$ cat src/design/dssf_pkg.sv
// Shared types, command bytes and segment table for the decimal seven-segment frame block.
// No dependencies; used by the front, queue, back and top-level modules.
`default_nettype none

package dssf_pkg;

    localparam logic [7:0] CMD_ACTIVATE = 8'h8f;
    localparam logic [7:0] CMD_DATA     = 8'h40;
    localparam logic [7:0] CMD_ADDR     = 8'hc0;
    localparam logic [7:0] PAD_BYTE     = 8'h00;
    localparam logic [7:0] BLANK_SEG    = 8'h00;

    localparam int unsigned VALUE_W = 14;
    localparam int unsigned PROD_W  = 29;
    localparam int unsigned IDX_W   = 4;

    localparam logic [PROD_W-1:0] RECIP_1000 = 29'd16778;
    localparam logic [PROD_W-1:0] RECIP_100  = 29'd20972;
    localparam logic [PROD_W-1:0] RECIP_10   = 29'd13108;

    localparam logic [IDX_W-1:0] IDX_DATA_CMD = 4'd0;
    localparam logic [IDX_W-1:0] IDX_ADDR_CMD = 4'd1;
    localparam logic [IDX_W-1:0] IDX_LAST     = 4'd9;

    typedef logic [3:0][7:0] seg_codes_t;

    typedef struct packed {
        logic       is_num;
        seg_codes_t codes;
    } entry_t;

    function automatic logic [7:0] seg_code(input logic [4:0] digit);
        logic [7:0] code;
        case (digit)
            5'd0:    code = 8'h3f;
            5'd1:    code = 8'h06;
            5'd2:    code = 8'h5b;
            5'd3:    code = 8'h4f;
            5'd4:    code = 8'h66;
            5'd5:    code = 8'h6d;
            5'd6:    code = 8'h7d;
            5'd7:    code = 8'h07;
            5'd8:    code = 8'h7f;
            5'd9:    code = 8'h6f;
            default: code = BLANK_SEG;
        endcase
        return code;
    endfunction

endpackage

`default_nettype wire

$ cat src/design/dssf_front.sv
// Front end: accepts requests and splits numbers into segment codes over two stages.
// Depends on dssf_pkg for the reciprocal constants, segment table and entry type.
`default_nettype none

module dssf_front (
    input  wire logic                             clk,
    input  wire logic                             rst_n,
    input  wire logic                             push,
    output logic                                  full,
    input  wire logic                             mode,
    input  wire logic [dssf_pkg::VALUE_W-1:0]     value,
    output logic                                  out_valid,
    input  wire logic                             out_ready,
    output dssf_pkg::entry_t                      out_entry
);

    logic                             advance;
    logic                             s1_valid_reg;
    logic                             s1_valid_next;
    logic                             s1_mode_reg;
    logic [dssf_pkg::VALUE_W-1:0]     s1_value_reg;
    logic [4:0]                       s1_q1000_reg;
    logic [7:0]                       s1_q100_reg;
    logic [10:0]                      s1_q10_reg;
    logic                             s2_valid_reg;
    logic                             s2_valid_next;
    dssf_pkg::entry_t                 s2_entry_reg;
    dssf_pkg::entry_t                 s2_entry_next;

    logic [dssf_pkg::PROD_W-1:0]      prod_1000;
    logic [dssf_pkg::PROD_W-1:0]      prod_100;
    logic [dssf_pkg::PROD_W-1:0]      prod_10;
    logic [7:0]                       d2_full;
    logic [10:0]                      d1_full;
    logic [13:0]                      d0_full;

    assign advance   = !s2_valid_reg || out_ready;
    assign full      = !advance;
    assign out_valid = s2_valid_reg;
    assign out_entry = s2_entry_reg;

    assign prod_1000 = dssf_pkg::PROD_W'(value) * dssf_pkg::RECIP_1000;
    assign prod_100  = dssf_pkg::PROD_W'(value) * dssf_pkg::RECIP_100;
    assign prod_10   = dssf_pkg::PROD_W'(value) * dssf_pkg::RECIP_10;

    assign s1_valid_next = push;

    assign d2_full = s1_q100_reg - 8'(s1_q1000_reg) * 8'd10;
    assign d1_full = s1_q10_reg - 11'(s1_q100_reg) * 11'd10;
    assign d0_full = s1_value_reg - 14'(s1_q10_reg) * 14'd10;

    always_comb
    begin
        s2_valid_next          = s1_valid_reg;
        s2_entry_next.is_num   = s1_mode_reg;
        s2_entry_next.codes[0] = dssf_pkg::seg_code(s1_q1000_reg);
        s2_entry_next.codes[1] = dssf_pkg::seg_code({1'b0, d2_full[3:0]});
        s2_entry_next.codes[2] = dssf_pkg::seg_code({1'b0, d1_full[3:0]});
        s2_entry_next.codes[3] = dssf_pkg::seg_code({1'b0, d0_full[3:0]});
    end

    always_ff @(posedge clk or negedge rst_n)
    begin
        if (!rst_n)
        begin
            s1_valid_reg <= 1'b0;
            s2_valid_reg <= 1'b0;
        end
        else if (advance)
        begin
            s1_valid_reg <= s1_valid_next;
            s2_valid_reg <= s2_valid_next;
        end
    end

    always_ff @(posedge clk)
    begin
        if (advance)
        begin
            s1_mode_reg  <= mode;
            s1_value_reg <= value;
            s1_q1000_reg <= prod_1000[28:24];
            s1_q100_reg  <= prod_100[28:21];
            s1_q10_reg   <= prod_10[27:17];
            s2_entry_reg <= s2_entry_next;
        end
    end

endmodule

`default_nettype wire

$ cat src/design/dssf_queue.sv
// Short queue of classified entries between the front end and the byte sequencer.
// Depends on dssf_pkg for the entry type.
`default_nettype none

module dssf_queue #(
    parameter int unsigned DEPTH = 2
) (
    input  wire logic              clk,
    input  wire logic              rst_n,
    input  wire logic              in_valid,
    output logic                   in_ready,
    input  wire dssf_pkg::entry_t  in_entry,
    output logic                   head_valid,
    input  wire logic              head_pop,
    output dssf_pkg::entry_t       head_entry
);

    localparam int unsigned PTR_W = (DEPTH > 1) ? $clog2(DEPTH) : 1;
    localparam int unsigned CNT_W = $clog2(DEPTH + 1);

    dssf_pkg::entry_t   entries_reg [DEPTH];
    logic [PTR_W-1:0]   wr_ptr_reg;
    logic [PTR_W-1:0]   wr_ptr_next;
    logic [PTR_W-1:0]   rd_ptr_reg;
    logic [PTR_W-1:0]   rd_ptr_next;
    logic [CNT_W-1:0]   count_reg;
    logic [CNT_W-1:0]   count_next;
    logic               do_push;
    logic               do_pop;

    assign in_ready   = (count_reg != CNT_W'(DEPTH));
    assign head_valid = (count_reg != '0);
    assign head_entry = entries_reg[rd_ptr_reg];
    assign do_push    = in_valid && in_ready;
    assign do_pop     = head_pop && head_valid;

    always_comb
    begin
        wr_ptr_next = wr_ptr_reg;
        rd_ptr_next = rd_ptr_reg;
        count_next  = count_reg;
        if (do_push)
        begin
            wr_ptr_next = (wr_ptr_reg == PTR_W'(DEPTH - 1)) ? '0 : wr_ptr_reg + 1'b1;
        end
        if (do_pop)
        begin
            rd_ptr_next = (rd_ptr_reg == PTR_W'(DEPTH - 1)) ? '0 : rd_ptr_reg + 1'b1;
        end
        if (do_push && !do_pop)
        begin
            count_next = count_reg + 1'b1;
        end
        else if (do_pop && !do_push)
        begin
            count_next = count_reg - 1'b1;
        end
    end

    always_ff @(posedge clk or negedge rst_n)
    begin
        if (!rst_n)
        begin
            wr_ptr_reg <= '0;
            rd_ptr_reg <= '0;
            count_reg  <= '0;
        end
        else
        begin
            wr_ptr_reg <= wr_ptr_next;
            rd_ptr_reg <= rd_ptr_next;
            count_reg  <= count_next;
        end
    end

    always_ff @(posedge clk)
    begin
        if (do_push)
        begin
            entries_reg[wr_ptr_reg] <= in_entry;
        end
    end

endmodule

`default_nettype wire

$ cat src/design/dssf_back.sv
// Back end: walks the head entry byte by byte into a one-deep output register.
// Depends on dssf_pkg for command bytes, byte positions and the entry type.
`default_nettype none

module dssf_back (
    input  wire logic              clk,
    input  wire logic              rst_n,
    input  wire logic              head_valid,
    output logic                   head_pop,
    input  wire dssf_pkg::entry_t  head_entry,
    output logic                   empty,
    input  wire logic              pop,
    output logic [7:0]             data_byte,
    output logic                   strobe_end,
    output logic                   last
);

    logic                          out_valid_reg;
    logic                          out_valid_next;
    logic [7:0]                    byte_reg;
    logic [7:0]                    byte_next;
    logic                          strobe_end_reg;
    logic                          strobe_end_next;
    logic                          last_reg;
    logic                          last_next;
    logic [dssf_pkg::IDX_W-1:0]    idx_reg;
    logic [dssf_pkg::IDX_W-1:0]    idx_next;
    logic                          load;
    logic [1:0]                    digit_sel;

    assign empty      = !out_valid_reg;
    assign data_byte  = byte_reg;
    assign strobe_end = strobe_end_reg;
    assign last       = last_reg;

    assign load      = head_valid && (!out_valid_reg || pop);
    assign digit_sel = 2'(idx_reg[3:1] - 3'd1);

    always_comb
    begin
        byte_next       = dssf_pkg::CMD_ACTIVATE;
        strobe_end_next = 1'b1;
        last_next       = 1'b1;
        if (head_entry.is_num)
        begin
            case (idx_reg)
                dssf_pkg::IDX_DATA_CMD:
                begin
                    byte_next = dssf_pkg::CMD_DATA;
                    last_next = 1'b0;
                end
                dssf_pkg::IDX_ADDR_CMD:
                begin
                    byte_next = dssf_pkg::CMD_ADDR;
                    last_next = 1'b0;
                end
                default:
                begin
                    byte_next       = idx_reg[0] ? head_entry.codes[digit_sel]
                                                 : dssf_pkg::PAD_BYTE;
                    strobe_end_next = (idx_reg == dssf_pkg::IDX_LAST);
                    last_next       = (idx_reg == dssf_pkg::IDX_LAST);
                end
            endcase
        end
    end

    always_comb
    begin
        head_pop       = load && last_next;
        out_valid_next = out_valid_reg;
        idx_next       = idx_reg;
        if (load)
        begin
            out_valid_next = 1'b1;
            idx_next       = last_next ? '0 : idx_reg + 1'b1;
        end
        else if (pop)
        begin
            out_valid_next = 1'b0;
        end
    end

    always_ff @(posedge clk or negedge rst_n)
    begin
        if (!rst_n)
        begin
            out_valid_reg <= 1'b0;
            idx_reg       <= '0;
        end
        else
        begin
            out_valid_reg <= out_valid_next;
            idx_reg       <= idx_next;
        end
    end

    always_ff @(posedge clk)
    begin
        if (load)
        begin
            byte_reg       <= byte_next;
            strobe_end_reg <= strobe_end_next;
            last_reg       <= last_next;
        end
    end

endmodule

`default_nettype wire

$ cat src/design/decimal_seven_segment_frame_top.sv
// Top level of the decimal seven-segment frame generator.
// Depends on dssf_pkg, dssf_front, dssf_queue and dssf_back.
//
// Input side is a queue write port: an item transfers on a clock edge with push high and
// full low. mode 0 asks for the activate command; mode 1 shows value as four decimal digits.
// Output side is a queue read port: while empty is low, data_byte, strobe_end and last hold
// the oldest byte, and it transfers on an edge with pop high.
// An activate request yields one byte (0x8f); a number yields ten bytes: 0x40, 0xc0, then
// 0x00 and a segment code for each digit, thousands first. Thousands above nine are blank.
// An item passes the first and second front stages, the queue and the output register.
// The byte sequencer emits one byte per cycle while the queue holds an entry and pop is high.
// The front end keeps accepting while the sequencer works until the queue fills and the
// second front stage holds an entry; then full rises.
// When pop stays low the output register holds its byte and the pipeline stalls behind it.
// Reset clears all valid flags, the queue pointers and count, and the byte counter; nothing else.
`default_nettype none

module decimal_seven_segment_frame_top #(
    parameter int unsigned QUEUE_DEPTH = 2
) (
    input  wire logic                             clk,
    input  wire logic                             rst_n,
    input  wire logic                             push,
    output logic                                  full,
    input  wire logic                             mode,
    input  wire logic [dssf_pkg::VALUE_W-1:0]     value,
    output logic                                  empty,
    input  wire logic                             pop,
    output logic [7:0]                            data_byte,
    output logic                                  strobe_end,
    output logic                                  last
);

    logic              front_valid;
    logic              front_ready;
    dssf_pkg::entry_t  front_entry;
    logic              head_valid;
    logic              head_pop;
    dssf_pkg::entry_t  head_entry;

    dssf_front u_front (
        .clk       (clk),
        .rst_n     (rst_n),
        .push      (push),
        .full      (full),
        .mode      (mode),
        .value     (value),
        .out_valid (front_valid),
        .out_ready (front_ready),
        .out_entry (front_entry)
    );

    dssf_queue #(
        .DEPTH (QUEUE_DEPTH)
    ) u_queue (
        .clk        (clk),
        .rst_n      (rst_n),
        .in_valid   (front_valid),
        .in_ready   (front_ready),
        .in_entry   (front_entry),
        .head_valid (head_valid),
        .head_pop   (head_pop),
        .head_entry (head_entry)
    );

    dssf_back u_back (
        .clk        (clk),
        .rst_n      (rst_n),
        .head_valid (head_valid),
        .head_pop   (head_pop),
        .head_entry (head_entry),
        .empty      (empty),
        .pop        (pop),
        .data_byte  (data_byte),
        .strobe_end (strobe_end),
        .last       (last)
    );

    a_last_ends_strobe: assert property (@(posedge clk) disable iff (!rst_n)
        (!empty && last) |-> strobe_end)
        else $error("final byte without strobe end");

    a_activate_alone: assert property (@(posedge clk) disable iff (!rst_n)
        (!empty && data_byte == dssf_pkg::CMD_ACTIVATE) |-> (strobe_end && last))
        else $error("activate command not a single-byte frame");

    a_addr_follows_data: assert property (@(posedge clk) disable iff (!rst_n)
        (!empty && pop && data_byte == dssf_pkg::CMD_DATA && strobe_end && !last)
        |=> (!empty && data_byte == dssf_pkg::CMD_ADDR))
        else $error("address command did not follow data command");

endmodule

`default_nettype wire
$ cat config.mk
export PLATFORM = sky130hd
export DESIGN_NAME = decimal_seven_segment_frame_top
export DESIGN_NICKNAME = d
export VERILOG_FILES = /design/src/design/dssf_pkg.sv /design/src/design/dssf_front.sv /design/src/design/dssf_queue.sv /design/src/design/dssf_back.sv /design/src/design/decimal_seven_segment_frame_top.sv
export SDC_FILE = /design/constraint.sdc
export NUM_CORES = 1
export LEC_CHECK = 0
export ABC_CLOCK_PERIOD_IN_PS = 3800
export BUFFER_PORTS_ARGS = -buffer_cell sky130_fd_sc_hd__buf_2
export CORE_ASPECT_RATIO = 0.9
export CORE_MARGIN = 5
export CORE_UTILIZATION = 28
export DETAILED_ROUTE_END_ITERATION = 7
export HOLD_SLACK_MARGIN = 0.08
export PLACE_DENSITY = 0.44
export SLEW_MARGIN = 20
export SYNTH_ARGS = -nofsm -noshare
export SYNTH_HDL_FRONTEND = slang
export SYNTH_SLANG_ARGS = --single-unit
export TNS_END_PERCENT = 1
$ cat constraint.sdc
create_clock -name clk -period 3.8 [get_ports clk]
set_input_delay 0.38 -clock clk [delete_from_list [all_inputs] [get_ports clk]]
set_output_delay 0.38 -clock clk [all_outputs]
set_load 0.1 [all_outputs]
=== Word-level counts from Yosys, hierarchy flattened ===
Memories as Yosys holds them, arrays and structs flattened. A register that Yosys moved wholly into a read port is not among the register bits.
Cells that the tools add are included.

* Equality and inequality tests: 3
* Magnitude comparators: 1
* Add/subtract/negate cells: 9
* Mux-type cells: 15
* Reductions and logical operators: 19
* Bitwise operators: 1
* Multiply operators: 6

{| class="wikitable"
|+ Operators by type and width
! operator !! number
|-
| multiplier 14 x 14 -> 28 bit (second input constant) || 1
|-
| multiplier 14 x 13 -> 27 bit (second input constant) || 1
|-
| multiplier 14 x 12 -> 26 bit (second input constant) || 1
|-
| binary-select mux 8 bit (select 2 bit) || 1
|-
| 2-to-1 mux 8 bit || 2
|-
| one-hot mux 8 bit (2 select lines) || 1
|-
| subtractor 4 bit || 3
|-
| multiplier 11 x 3 -> 3 bit (second input constant) || 1
|-
| multiplier 8 x 3 -> 3 bit (second input constant) || 1
|-
| 2-to-1 mux 1 bit || 8
|-
| logical AND 1 bit || 6
|-
| nonzero test 2 bit || 3
|-
| zero test 1 bit || 5
|-
| multiplier 5 x 3 -> 3 bit (second input constant) || 1
|-
| adder 4 x 1 -> 4 bit (second input constant) || 1
|-
| equality test 4 x 1 -> 1 bit (second input constant) || 1
|-
| equality test 4 bit (second input constant) || 1
|-
| zero test 4 bit || 1
|-
| 2-to-1 mux 2 bit || 2
|-
| 2-to-1 mux 4 bit || 1
|-
| subtractor 2 x 1 -> 2 bit (second input constant) || 2
|-
| less-than comparator 2 x 3 -> 1 bit (second input constant) || 1
|-
| OR reduction 3 bit || 1
|-
| adder 1 bit (second input constant) || 2
|-
| other kinds (5) || 6
|}

* Bits in read-only memories: 448
* RAM bits: 66
* Word-level logic and storage cells: 79
* Memories: 5
* Flip-flop bits (word level): 83

{| class="wikitable"
|+ Memories
! memory !! depth !! width !! rd ports !! clocked after Yosys merged registers in !! write ports !! RTL line !! source
|-
| (no name shown) || 16 || 7 || 1 || 1 || 0 || dssf_pkg.sv:34 || <nowiki>case (digit)</nowiki>
|-
| (no name shown) || 16 || 7 || 1 || 1 || 0 || dssf_pkg.sv:34 ||
|-
| (no name shown) || 16 || 7 || 1 || 1 || 0 || dssf_pkg.sv:34 ||
|-
| (no name shown) || 16 || 7 || 1 || 1 || 0 || dssf_pkg.sv:34 ||
|-
| u_queue.entries_reg || 2 || 33 || 1 || 0 || 1 || dssf_queue.sv:21 || <nowiki>dssf_pkg::entry_t entries_reg [DEPTH];</nowiki>
|}

=== Depth between registers and ports, before layout ===
Gate-level depths: netlist of the first run.

* Word-level depth: 9
* Depth in mapped cells: 18
* Mapped depth without buffers: 17

=== Modules after synthesis ===
From an unflattened synthesis of the first run, not the netlist that was laid out.

* Cell total of the unflattened synthesis: 1165
* Area, all modules: 13226.4 um^2

{| class="wikitable"
|+ By module, submodules not included
! module !! instances !! cells each !! area each (um^2) !! seq. area each (um^2)
|-
| dssf_front || 1 || 966 || 9559.2 || 1461.4
|-
| dssf_queue || 1 || 121 || 2727.6 || 2082.0
|-
| dssf_back || 1 || 78 || 939.7 || 425.4
|}

=== Worst setup path before layout of the first run ===
Ideal clock, no wire load.

* Kind: input-to-reg
* Start: input port value[12] in the netlist's numbering
* End: register u_front.s1_q100_reg[1], data pin
* Arrival: 4261 ps
* Setup time: 259 ps
* Slack: -719 ps
* Data required time: 3541 ps
* Stages on the path: 16
* Path through: clkbuf_1 -> inv_1 -> fa_1 -> inv_1 -> fa_1 -> fa_1 -> inv_1 -> fa_1 -> inv_1 -> ha_1 -> nand4_1 -> nor2_1 -> a221oi_2 -> o31ai_1 -> a21oi_1 -> xnor2_1

* Word-level cells in the longest chain between the ends: 1

{| class="wikitable"
|+ RTL lines
! item !! RTL line !! source
|-
| start, declared || decimal_seven_segment_frame_top.sv:26 || <nowiki>input wire logic [dssf_pkg::VALUE_W-1:0] value,</nowiki>
|-
| multiplier 14 x 13 -> 27 bit || dssf_front.sv:43 || <nowiki>assign prod_100 = dssf_pkg::PROD_W'(value) * dssf_pkg::RECIP_100;</nowiki>
|-
| named net u_front.prod_100 (one bit) || dssf_front.sv:31 || <nowiki>logic [dssf_pkg::PROD_W-1:0] prod_100;</nowiki>
|-
| end signal, assigned || dssf_front.sv:83 || <nowiki>s1_q100_reg <= prod_100[28:21];</nowiki>
|-
| end, declared || dssf_front.sv:23 || <nowiki>logic [7:0] s1_q100_reg;</nowiki>
|}

The timed path passes the listed nets, and every way through them passes these cells.
A chain may end at the register's enable or synchronous reset.

=== Worst setup path after layout of the first run ===
* Start: input port value[9] in the netlist's numbering
* End: register u_front.s1_q100_reg[3], data pin

Same word-level chain as after synthesis.

==> flow_summary.json, run 1 <==
{
  "cts-root-buf": "clkbuf_16",
  "drv_cap": 0,
  "area_delta_synth_final_pct": 26.6,
  "cp_cell_sequence": "buf_4 > ha_4 > inv_1 > fa_1 > inv_2 > fa_1 > fa_1 > inv_1 > fa_1 > inv_2 > ha_4 > nand4_1 > nor2_1 > a221oi_2 > buf_4 > o21bai_4 > a221oi_2 > xnor2_1",
  "final_common_cell": "inv_1",
  "period_share_pct": 112,
  "post-route-drc-count": 0,
  "yosys.area.top_type_share_pct": 27.6,
  "ant_nets": 0,
  "crit_path_end_kind": "flip-flop",
  "drt-initial-drc-count": 254,
  "power.total_mw": 12.4,
  "finalSetupViolCount": 12,
  "start_util_pct": 28.4,
  "overflow": 0,
  "cts.reportedPaths.clkPinSlew_ns": 0.06,
  "netlist_top_cells_area": "edfxtp_1 (28%), ha_1 (23%), fa_1 (20%)",
  "synth_top_area_cell": "edfxtp_1",
  "rsz0062_at_grt": "true",
  "netlist_area_um2": 12500,
  "layout_min_cycle_time_ns": 4.24,
  "layout_common_cells": "inv_1 (291), ha_1 (190), buf_4 (141), fa_1 (125), edfxtp_1 (115)",
  "cp_slowest_stage_delay_ns": 0.58,
  "crit_fanout": 4,
  "tns_ns": -3.73,
  "grt_pass1_vias": 8376,
  "cts.sinks": 126,
  "p_per_area_nw_per_um2": 781,
  "yosysSeqAreaShare_pct": 29.7,
  "cellLeakagePower_nw": 7.51,
  "diodes": 0,
  "synth_edf_count": 115,
  "yosys.cell_types.count": 57,
  "hpwlAfterDp_um": 24200,
  "cts-buffers-inserted": 17,
  "via_per_inst": 4.13,
  "rows": 73,
  "placed_cell_area_um2": 14500,
  "layout_setup_ws_ns": -0.441,
  "ys_ff_latch": 126,
  "arrival_ns": 4.40,
  "synth.net_count": 1476,
  "ir_drop_mv": 0.350,
  "drive_above_1_share_pct": 24.8,
  "critPathLaunchType": "input pin",
  "synthFlopType": "edfxtp_1",
  "fmax_mhz": 236,
  "design_area_um2": 15900,
  "relSlewSlack_pct": 58.6,
  "io-pin-count": 31,
  "syn_inst": 1100,
  "die_w_um": 233,
  "cts_tree": "built",
  "synth_area_per_cell_um2": 11.4,
  "clk_latency_ns": 0.41,
  "grt_use_total_pct": 12.0,
  "drt_pass1_iterations": 4,
  "post-route-util_pct": 35.9,
  "required_ns": 3.96,
  "wl_per_cell_um": 14.8,
  "antenna_found_initial": 0,
  "fin_skew_ns": 0.00584,
  "crit_top_cell": "fa_1",
  "htree_num_levels": 4,
  "wirelength_um": 28300,
  "cts_buffer_depth": 2,
  "fin_nets": 1667,
  "largest_reg_flops": 58,
  "die_h_um": 211,
  "crit_slowest_cell": "fa_1",
  "hold_viol": 0,
  "criticalPathCategory": "in2reg",
  "violations": "negative setup slack",
  "yosys_warnings": 0,
  "worstMarginPinSlew_ns": 0.621,
  "die_area_um2": 49100,
  "port_buffers": 30,
  "async_reset_ff_share_pct": 8.73,
  "outcome": "finished, violations left",
  "drv_slew": 0,
  "hold_class": "in2reg",
  "coreArea_um2": 44200,
  "via_count": 7871,
  "place_congestion": 0.824,
  "grt_max_degree": 48,
  "grt_pass1_wl_um": 46100
}
[power by group]
group / total (mW) / internal, mW / switching, mW
Clock: 1.61 / 1.02 / 0.581
Combinational: 7.90 / 3.50 / 4.40
Sequential: 2.89 / 2.60 / 0.285
Total: 12.4 / 7.12 / 5.26
[path summary, 6_finish.rpt]
| path | startpoint | end | slack (ns) | cells past startpoint |
|---|---|---|---|---|
| min in group asynchronous | rst_n | u_back.idx_reg[2] | 0.37 | 2 |
| min reg2reg | u_front.s1_mode_reg | u_front.out_entry[32] | 0.43 | 0 |
| min | mode | u_front.s1_mode_reg | 0.15 | 1 |
| max in group asynchronous | rst_n | u_front.s1_valid_reg | 3.22 | 2 |
| max | value[9] | u_front.s1_q100_reg[3] | -0.44 | 18 |
| max reg2reg | u_front.s1_q100_reg[0] | u_front.out_entry[22] | 1.43 | 7 |
[repair_timing]
item / in CTS / in global routing
resized for setup: 98 / 14
buffers inserted: 13 / 1
hold buffers: 1 / 0
setup endpoints to repair: 13 / 13
endpoints found under the hold margin: 11 / 0
pin swaps: 58 / 18
gates cloned: 0 / 0
[metal layers]
metal	global-route usage, %	vias to the layer above	part of all wire [%]
met1	17.1	3818	49
met3	1.30	18	2.5
met4	2.42	0	0.98
met5	0	-	0
li1	-	3963	-
met2	20.1	72	47
[cell type report]
type | instances | area [um^2]
fill | 4470 | 28300
multi-input combinational | 659 | 8200
sequential | 126 | 3730
timing repair buffer | 181 | 1440
inverter | 306 | 1150
tap | 600 | 751
clock buffer | 17 | 425
clock inverter | 15 | 173
[cell usage after synthesis (all sizes together), types with 4 or more instances]
| cell type | n |
|---|---|
| nor2 | 29 |
| ha | 229 |
| xnor2 | 28 |
| a31oi | 4 |
| nand4 | 5 |
| inv | 306 |
| mux2i | 8 |
| nand2b | 10 |
| and3 | 8 |
| nor2b | 5 |
| clkbuf | 6 |
| and2 | 7 |
| edfxtp | 115 |
| a221oi | 6 |
| o21ai | 30 |
| fa | 128 |
| o211ai | 4 |
| o21a | 4 |
| nor3 | 5 |
| a211oi | 4 |
| nand3 | 13 |
| a21o | 9 |
| nand2 | 37 |
| a21oi | 20 |
| o22ai | 6 |
| mux4 | 14 |
| dfrtp | 11 |
| xor2 | 17 |
[cell families (layout without fill, tap and decap cells)]
group / count (synthesis) / in the layout / share of synthesized area, %
flip-flops: 126 / 126 / 29.7
XOR/XNOR: 45 / 45 / 3.20
AND/OR/NAND/NOR: 128 / 128 / 5.07
buffers and inverters: 315 / 519 / 9.49
adder cells (fa/ha/maj): 357 / 357 / 43.3
multiplexers: 25 / 25 / 3.42
AO/OA/AOI/OAI: 104 / 104 / 5.76
[stage by stage]
stage	setup WS [ns]	cells	hold WS [ns]
floorplan	-0.575	1100	0.0844
global placement	-1.25	1857	0.270
detailed placement	-1.27	1857	0.264
CTS	-0.437	1903	0.129
global route	-0.596	1904	0.117
finish	-0.441	1904	0.147
[critical path, delay by kind of cell]
kind                     cells  cell delay (ns)
adder cells (fa/ha/maj)      6             2.54
AO/OA/AOI/OAI                3             0.68
AND/OR/NAND/NOR              2             0.13
buffers and inverters        6             0.55
XOR/XNOR                     1             0.12
Note: power is estimated with default switching activity, not from simulation.
==> run 2: changes to the inputs <==
--- a/config.mk
+++ b/config.mk
@@ -5,6 +5,7 @@
 export SDC_FILE = /design/constraint.sdc
 export NUM_CORES = 1
 export LEC_CHECK = 0
+export ABC_AREA = 1
 export ABC_CLOCK_PERIOD_IN_PS = 3800
 export BUFFER_PORTS_ARGS = -buffer_cell sky130_fd_sc_hd__buf_2
 export CORE_ASPECT_RATIO = 0.9
==> flow_summary.json, run 2 <==
{
  "cp_slowest_stage_delay_ns": 0.54,
  "grt_pass1_wl_um": 56000,
  "layout_min_cycle_time_ns": 3.82,
  "critPathLaunchType": "input pin",
  "hpwlAfterDp_um": 28400,
  "via_per_inst": 4.32,
  "drive_above_1_share_pct": 22.6,
  "post-route-util_pct": 36.6,
  "outcome": "finished, violations left",
  "die_w_um": 240,
  "wirelength_um": 33800,
  "period_share_pct": 101,
  "cp_cell_sequence": "buf_4 > ha_4 > xor2_4 > ha_1 > or2_4 > fa_1 > fa_1 > inv_1 > fa_1 > inv_1 > ha_4 > nand2_2 > o21ai_2 > a31oi_2 > buf_4 > nand3_1 > nand2_1",
  "netlist_area_um2": 13300,
  "cts.sinks": 126,
  "synth_area_per_cell_um2": 9.28,
  "synth.net_count": 1814,
  "grt_pass1_vias": 10400,
  "arrival_ns": 4.00,
  "relSlewSlack_pct": 39.2,
  "ir_drop_mv": 0.430,
  "filler_cell_count": 4820,
  "criticalPathCategory": "in2reg",
  "synthFlopType": "edfxtp_1",
  "cts-root-buf": "clkbuf_16",
  "switchingPower_mw": 6.96,
  "cts_buffer_depth": 2,
  "overflow": 0,
  "place_ws_ns": -0.780,
  "p_per_area_nw_per_um2": 857,
  "ys_ff_latch": 126,
  "largest_reg_flops": 58,
  "violations": "negative setup slack",
  "port_buffers": 30,
  "cts_tree": "built",
  "via_count": 9843,
  "placed_cell_area_um2": 15500,
  "async_reset_ff_share_pct": 8.73,
  "layout_common_cells": "inv_1 (359), nand2_1 (206), ha_1 (172), buf_4 (157), fa_1 (122)",
  "antenna_found_initial": 0,
  "power.total_mw": 14.7,
  "fin_skew_ns": 0.0133,
  "htree_num_levels": 4,
  "required_ns": 3.97,
  "internal-power_mw": 7.77,
  "yosysMostFrequentCell": "inv_1",
  "final_common_cell": "inv_1",
  "worst_hold_slack_ns": 0.136,
  "cts.reportedPaths.clkPinSlew_ns": 0.06,
  "yosys.area.top_type_share_pct": 25.9,
  "drt-initial-drc-count": 342,
  "pwr-share-seq_pct": 19.7,
  "coreArea_um2": 46900,
  "diodes": 0,
  "io-pin-count": 31,
  "hold_class": "in2reg",
  "cts-buffers-inserted": 17,
  "netlist_top_cells_area": "edfxtp_1 (26%), ha_1 (21%), fa_1 (19%)",
  "area_delta_synth_final_pct": 28.7,
  "synth_common_cells": "inv_1 (376), ha_1 (229), nand2_1 (219)",
  "rows": 75,
  "p_clk_share_pct": 10.0,
  "grt_use_total_pct": 13.4,
  "rsz0062_at_grt": "true",
  "crit_fanout": 4,
  "register_area_um2": 3730,
  "worstMarginPinSlew_ns": 0.912,
  "post-route-drc-count": 0,
  "yosys.cell_types.count": 33,
  "cellLeakagePower_nw": 8.50,
  "ant_nets": 0,
  "synth_top_area_cell": "edfxtp_1",
  "switching_share_pct": 47.2,
  "drv_slew": 0,
  "crit_top_cell": "fa_1",
  "crit_slowest_cell": "fa_1",
  "crit_path_end_kind": "flip-flop",
  "die_area_um2": 52100,
  "fin_nets": 2024,
  "grt_max_degree": 38,
  "place_congestion": 0.854,
  "fmax_mhz": 261,
  "hold_viol": 0,
  "finalSetupViolCount": 3,
  "drt_pass1_iterations": 5,
  "wl_per_cell_um": 14.9,
  "yosys_warnings": 0,
  "multiInputGateArea_um2": 9150,
  "die_h_um": 217,
  "combPwrFrac_pct": 70.3,
  "synth_edf_count": 115,
  "drv_cap": 0,
  "yosysSeqAreaShare_pct": 27.9,
  "syn_inst": 1438,
  "design_area_um2": 17200,
  "start_util_pct": 28.4,
  "layout_setup_ws_ns": -0.0242,
  "clk_latency_ns": 0.42
}
==> run 2: cell types whose count changed after synthesis, moves of 11 or more <==
cell / previous run / this run
a21oi_1: 20 / 53
nand4_1: 5 / 16
nor2_1: 29 / 81
mux4_2: 14 / 0
inv_1: 306 / 376
xnor2_1: 27 / 14
o21ai_0: 29 / 63
nand2_1: 37 / 219
nand3_1: 12 / 41
==> run 2: per-layer routing <==
layer | share of wire, % | wire (um) | global-route usage (%)
met1 | 49 | 16700 | 18.9
met2 | 48 | 16100 | 22.6
met3 | 2.1 | 714 | 1.71
met4 | 0.77 | 262 | 1.97
met5 | 0 | 0 | 0
==> run 2: timing repair <==
item | CTS | global route
pin swaps | 59 | 52
gates cloned | 0 | 0
hold buffers | 1 | 0
gates resized for setup | 132 | 56
setup endpoints to repair | 13 | 13
hold endpoints to repair | 11 | 0
buffers inserted | 5 | 2
==> run 2: path summary, 6_finish.rpt <==
check	start	end	slack, ns	depth (start not counted)
min	mode	u_front.s1_mode_reg	0.14	1
max reg2reg	u_back.idx_reg[1]	u_queue.count_reg[1]	1.02	9
min in group asynchronous	rst_n	u_front.s1_valid_reg	0.37	2
max in group asynchronous	rst_n	u_back.idx_reg[0]	3.21	2
min reg2reg	u_front.s1_mode_reg	u_front.out_entry[32]	0.43	0
max	value[1]	u_front.s1_q10_reg[3]	-0.02	17
==> run 2: power groups by stage <==
stage / Combinational [mW] / Clock, mW / Sequential, mW
floorplan: 5.77 / 0 / 3.23
detailed placement: 8.72 / 0 / 2.95
global route: 11.8 / 1.58 / 2.98
finish: 10.4 / 1.47 / 2.90
CTS: 9.91 / 1.51 / 2.92
global placement: 8.69 / 0 / 2.93
==> run 2: kinds of logic after synthesis <==
| kind of cell | count (synthesis) | synth area share [%] |
|---|---|---|
| buffers and inverters | 385 | 10.9 |
| AND/OR/NAND/NOR | 383 | 11.8 |
| adder cells (fa/ha/maj) | 357 | 40.7 |
| AO/OA/AOI/OAI | 157 | 6.58 |
| flip-flops | 126 | 27.9 |
| XOR/XNOR | 30 | 2.08 |
==> run 2: layout make-up <==
| type | instances | area share (%) |
|---|---|---|
| clock buffer | 22 | 2.59 |
| clock inverter | 10 | 0.524 |
| inverter | 376 | 8.24 |
| multi-input combinational | 927 | 53.2 |
| sequential | 126 | 21.7 |
| tap | 616 | 4.49 |
| timing repair buffer | 200 | 9.22 |
==> run 2: stage by stage <==
stage | instances | TNS [ns]
after floorplan | 1438 | -1.85
after global placement | 2237 | -8.65
after detailed placement | 2237 | -9.00
after CTS | 2275 | -0.0212
after global routing | 2277 | -1.74
final | 2277 | -0.0356
==> run 2: critical path, delay by kind of cell <==
family          cells  cell delay, ns
simple gates        4            0.46
buf+inv             4            0.40
fa+ha+maj           6            2.30
xor+xnor            1            0.19
compound gates      2            0.29
==> run 3: changes to the inputs <==
--- a/config.mk
+++ b/config.mk
@@ -13,7 +13,7 @@
 export CORE_UTILIZATION = 28
 export DETAILED_ROUTE_END_ITERATION = 7
 export HOLD_SLACK_MARGIN = 0.08
-export PLACE_DENSITY = 0.44
+export PLACE_DENSITY = 0.51
 export SLEW_MARGIN = 20
 export SYNTH_ARGS = -nofsm -noshare
 export SYNTH_HDL_FRONTEND = slang
==> flow_summary.json, run 3 (same netlist as run 2, synthesis figures left out) <==
{
  "cts-buffers-inserted": 17,
  "ir_drop_mv": 0.418,
  "clk_latency_ns": 0.40,
  "hold_viol": 0,
  "required_ns": 3.96,
  "period_share_pct": 103,
  "crit_path_end_kind": "flip-flop",
  "hpwlAfterDp_um": 26800,
  "register_area_um2": 3730,
  "switchingPower_mw": 6.67,
  "place_ws_ns": -0.796,
  "post-route-drc-count": 0,
  "wirelength_um": 32100,
  "via_per_inst": 4.30,
  "die_w_um": 240,
  "design_area_um2": 16900,
  "violations": "negative setup slack",
  "combPwrFrac_pct": 68.0,
  "fmax_mhz": 256,
  "die_h_um": 217,
  "switching_share_pct": 46.3,
  "rows": 75,
  "grt_pass1_vias": 10500,
  "p_clk_share_pct": 11.8,
  "fin_nets": 2019,
  "arrival_ns": 4.06,
  "drt_pass1_iterations": 4,
  "overflow": 0,
  "area_delta_synth_final_pct": 27.0,
  "relSlewSlack_pct": 41.5,
  "port_buffers": 30,
  "largest_reg_flops": 58,
  "rsz0062_at_grt": "true",
  "layout_setup_ws_ns": -0.101,
  "pwr-share-seq_pct": 20.2,
  "drt-initial-drc-count": 348,
  "outcome": "finished, violations left",
  "cts.sinks": 126,
  "grt_use_total_pct": 12.7,
  "dp.cells": 2231,
  "ant_nets": 0,
  "antenna_found_initial": 0,
  "cts_buffer_depth": 2,
  "placed_cell_area_um2": 15400,
  "criticalPathCategory": "in2reg",
  "io-pin-count": 31,
  "cts-root-buf": "clkbuf_16",
  "hold_class": "in2reg",
  "instances_no_fill": 2271,
  "filler_cell_count": 4740,
  "final_common_cell": "inv_1",
  "place_congestion": 0.850,
  "die_area_um2": 52100,
  "drv_slew": 0,
  "crit_fanout": 8,
  "drive_above_1_share_pct": 20.4,
  "start_util_pct": 28.4,
  "grt_max_degree": 41,
  "drv_cap": 0,
  "diodes": 0,
  "wl_per_cell_um": 14.1,
  "coreArea_um2": 46900,
  "via_count": 9770,
  "grt_pass1_wl_um": 53200,
  "fin_skew_ns": 0.00666,
  "cts.reportedPaths.clkPinSlew_ns": 0.05,
  "finalSetupViolCount": 8,
  "layout_common_cells": "inv_1 (365), nand2_1 (212), ha_1 (185), buf_4 (160), fa_1 (122)",
  "cts_tree": "built",
  "multiInputGateArea_um2": 8890,
  "critPathLaunchType": "input pin",
  "internal-power_mw": 7.74,
  "htree_num_levels": 4,
  "layout_min_cycle_time_ns": 3.90,
  "p_per_area_nw_per_um2": 850,
  "cellLeakagePower_nw": 8.51,
  "worstMarginPinSlew_ns": 0.878
}
## run 3: worst max-delay path, cell delays in order
cell and delay (ns):
buf_6 0.14, ha_4 0.27, inv_1 0.05, fa_1 0.52
inv_2 0.06, fa_1 0.51, fa_1 0.56, inv_1 0.05
fa_1 0.49, inv_2 0.05, ha_4 0.24, a21o_1 0.21
nand2_1 0.09, a21oi_2 0.06, nor3_2 0.20, nand2_1 0.07
nand2_1 0.07, nand2_1 0.04
## run 3: repair_timing
action	CTS	global route
pin swaps	54	22
gates resized for setup	110	33
hold buffers	1	0
endpoints found under the hold margin	11	0
setup endpoints to repair	13	13
buffers inserted	6	2
## run 3: stage by stage
step / util [%] / power, mW / TNS (ns) / hold slack [ns]
after floorplan: - / 9.00 / -1.85 / 0.0844
after global placement: 32.9 / 11.4 / -8.87 / 0.264
after detailed placement: 32.9 / 11.5 / -9.11 / 0.266
after CTS: 35.8 / 14.2 / -0.365 / 0.138
after global routing: 36.1 / 16.0 / -2.49 / 0.133
final: 36.1 / 14.4 / -0.502 / 0.154
## run 3: final timing paths
path                                          endpoint  depth (start not counted)                 from  slack [ns]
min in group asynchronous         u_queue.count_reg[1]                          2                rst_n        0.37
worst max register to register    u_queue.count_reg[1]                          9   u_queue.rd_ptr_reg        1.16
worst min register to register   u_front.out_entry[32]                          0  u_front.s1_mode_reg        0.43
max in group asynchronous           u_queue.rd_ptr_reg                          2                rst_n        3.23
worst max-delay path            u_front.s1_q100_reg[1]                         18            value[10]       -0.10
worst min-delay path               u_front.s1_mode_reg                          1                 mode        0.15
## run 3: power groups by stage
stage | Sequential, mW | Clock, mW | Combinational, mW
6_report | 2.90 | 1.70 | 9.79
5_1_grt | 2.97 | 1.80 | 11.3
4_1_cts | 2.92 | 1.74 | 9.55
3_5_place_dp | 2.94 | 0 | 8.60
3_3_place_gp | 2.93 | 0 | 8.52
2_1_floorplan | 3.23 | 0 | 5.77
## run 3: area by class of cell
type / instances / share of cell area, %
Clock buffer: 18 / 2.53
Clock inverter: 13 / 1.16
Inverter: 376 / 8.33
Multi-Input combinational cell: 927 / 52.5
Sequential cell: 126 / 22.0
Tap cell: 616 / 4.55
Timing Repair Buffer: 195 / 8.97
## run 3: layer usage
| metal | up-vias | share of wire [%] | global-route usage, % |
|---|---|---|---|
| met4 | 0 | 1.6 | 2.38 |
| met2 | 125 | 48 | 21.9 |
| li1 | 4970 | - | - |
| met1 | 4646 | 47 | 17.1 |
| met5 | - | 0 | 0 |
| met3 | 29 | 3.3 | 1.90 |
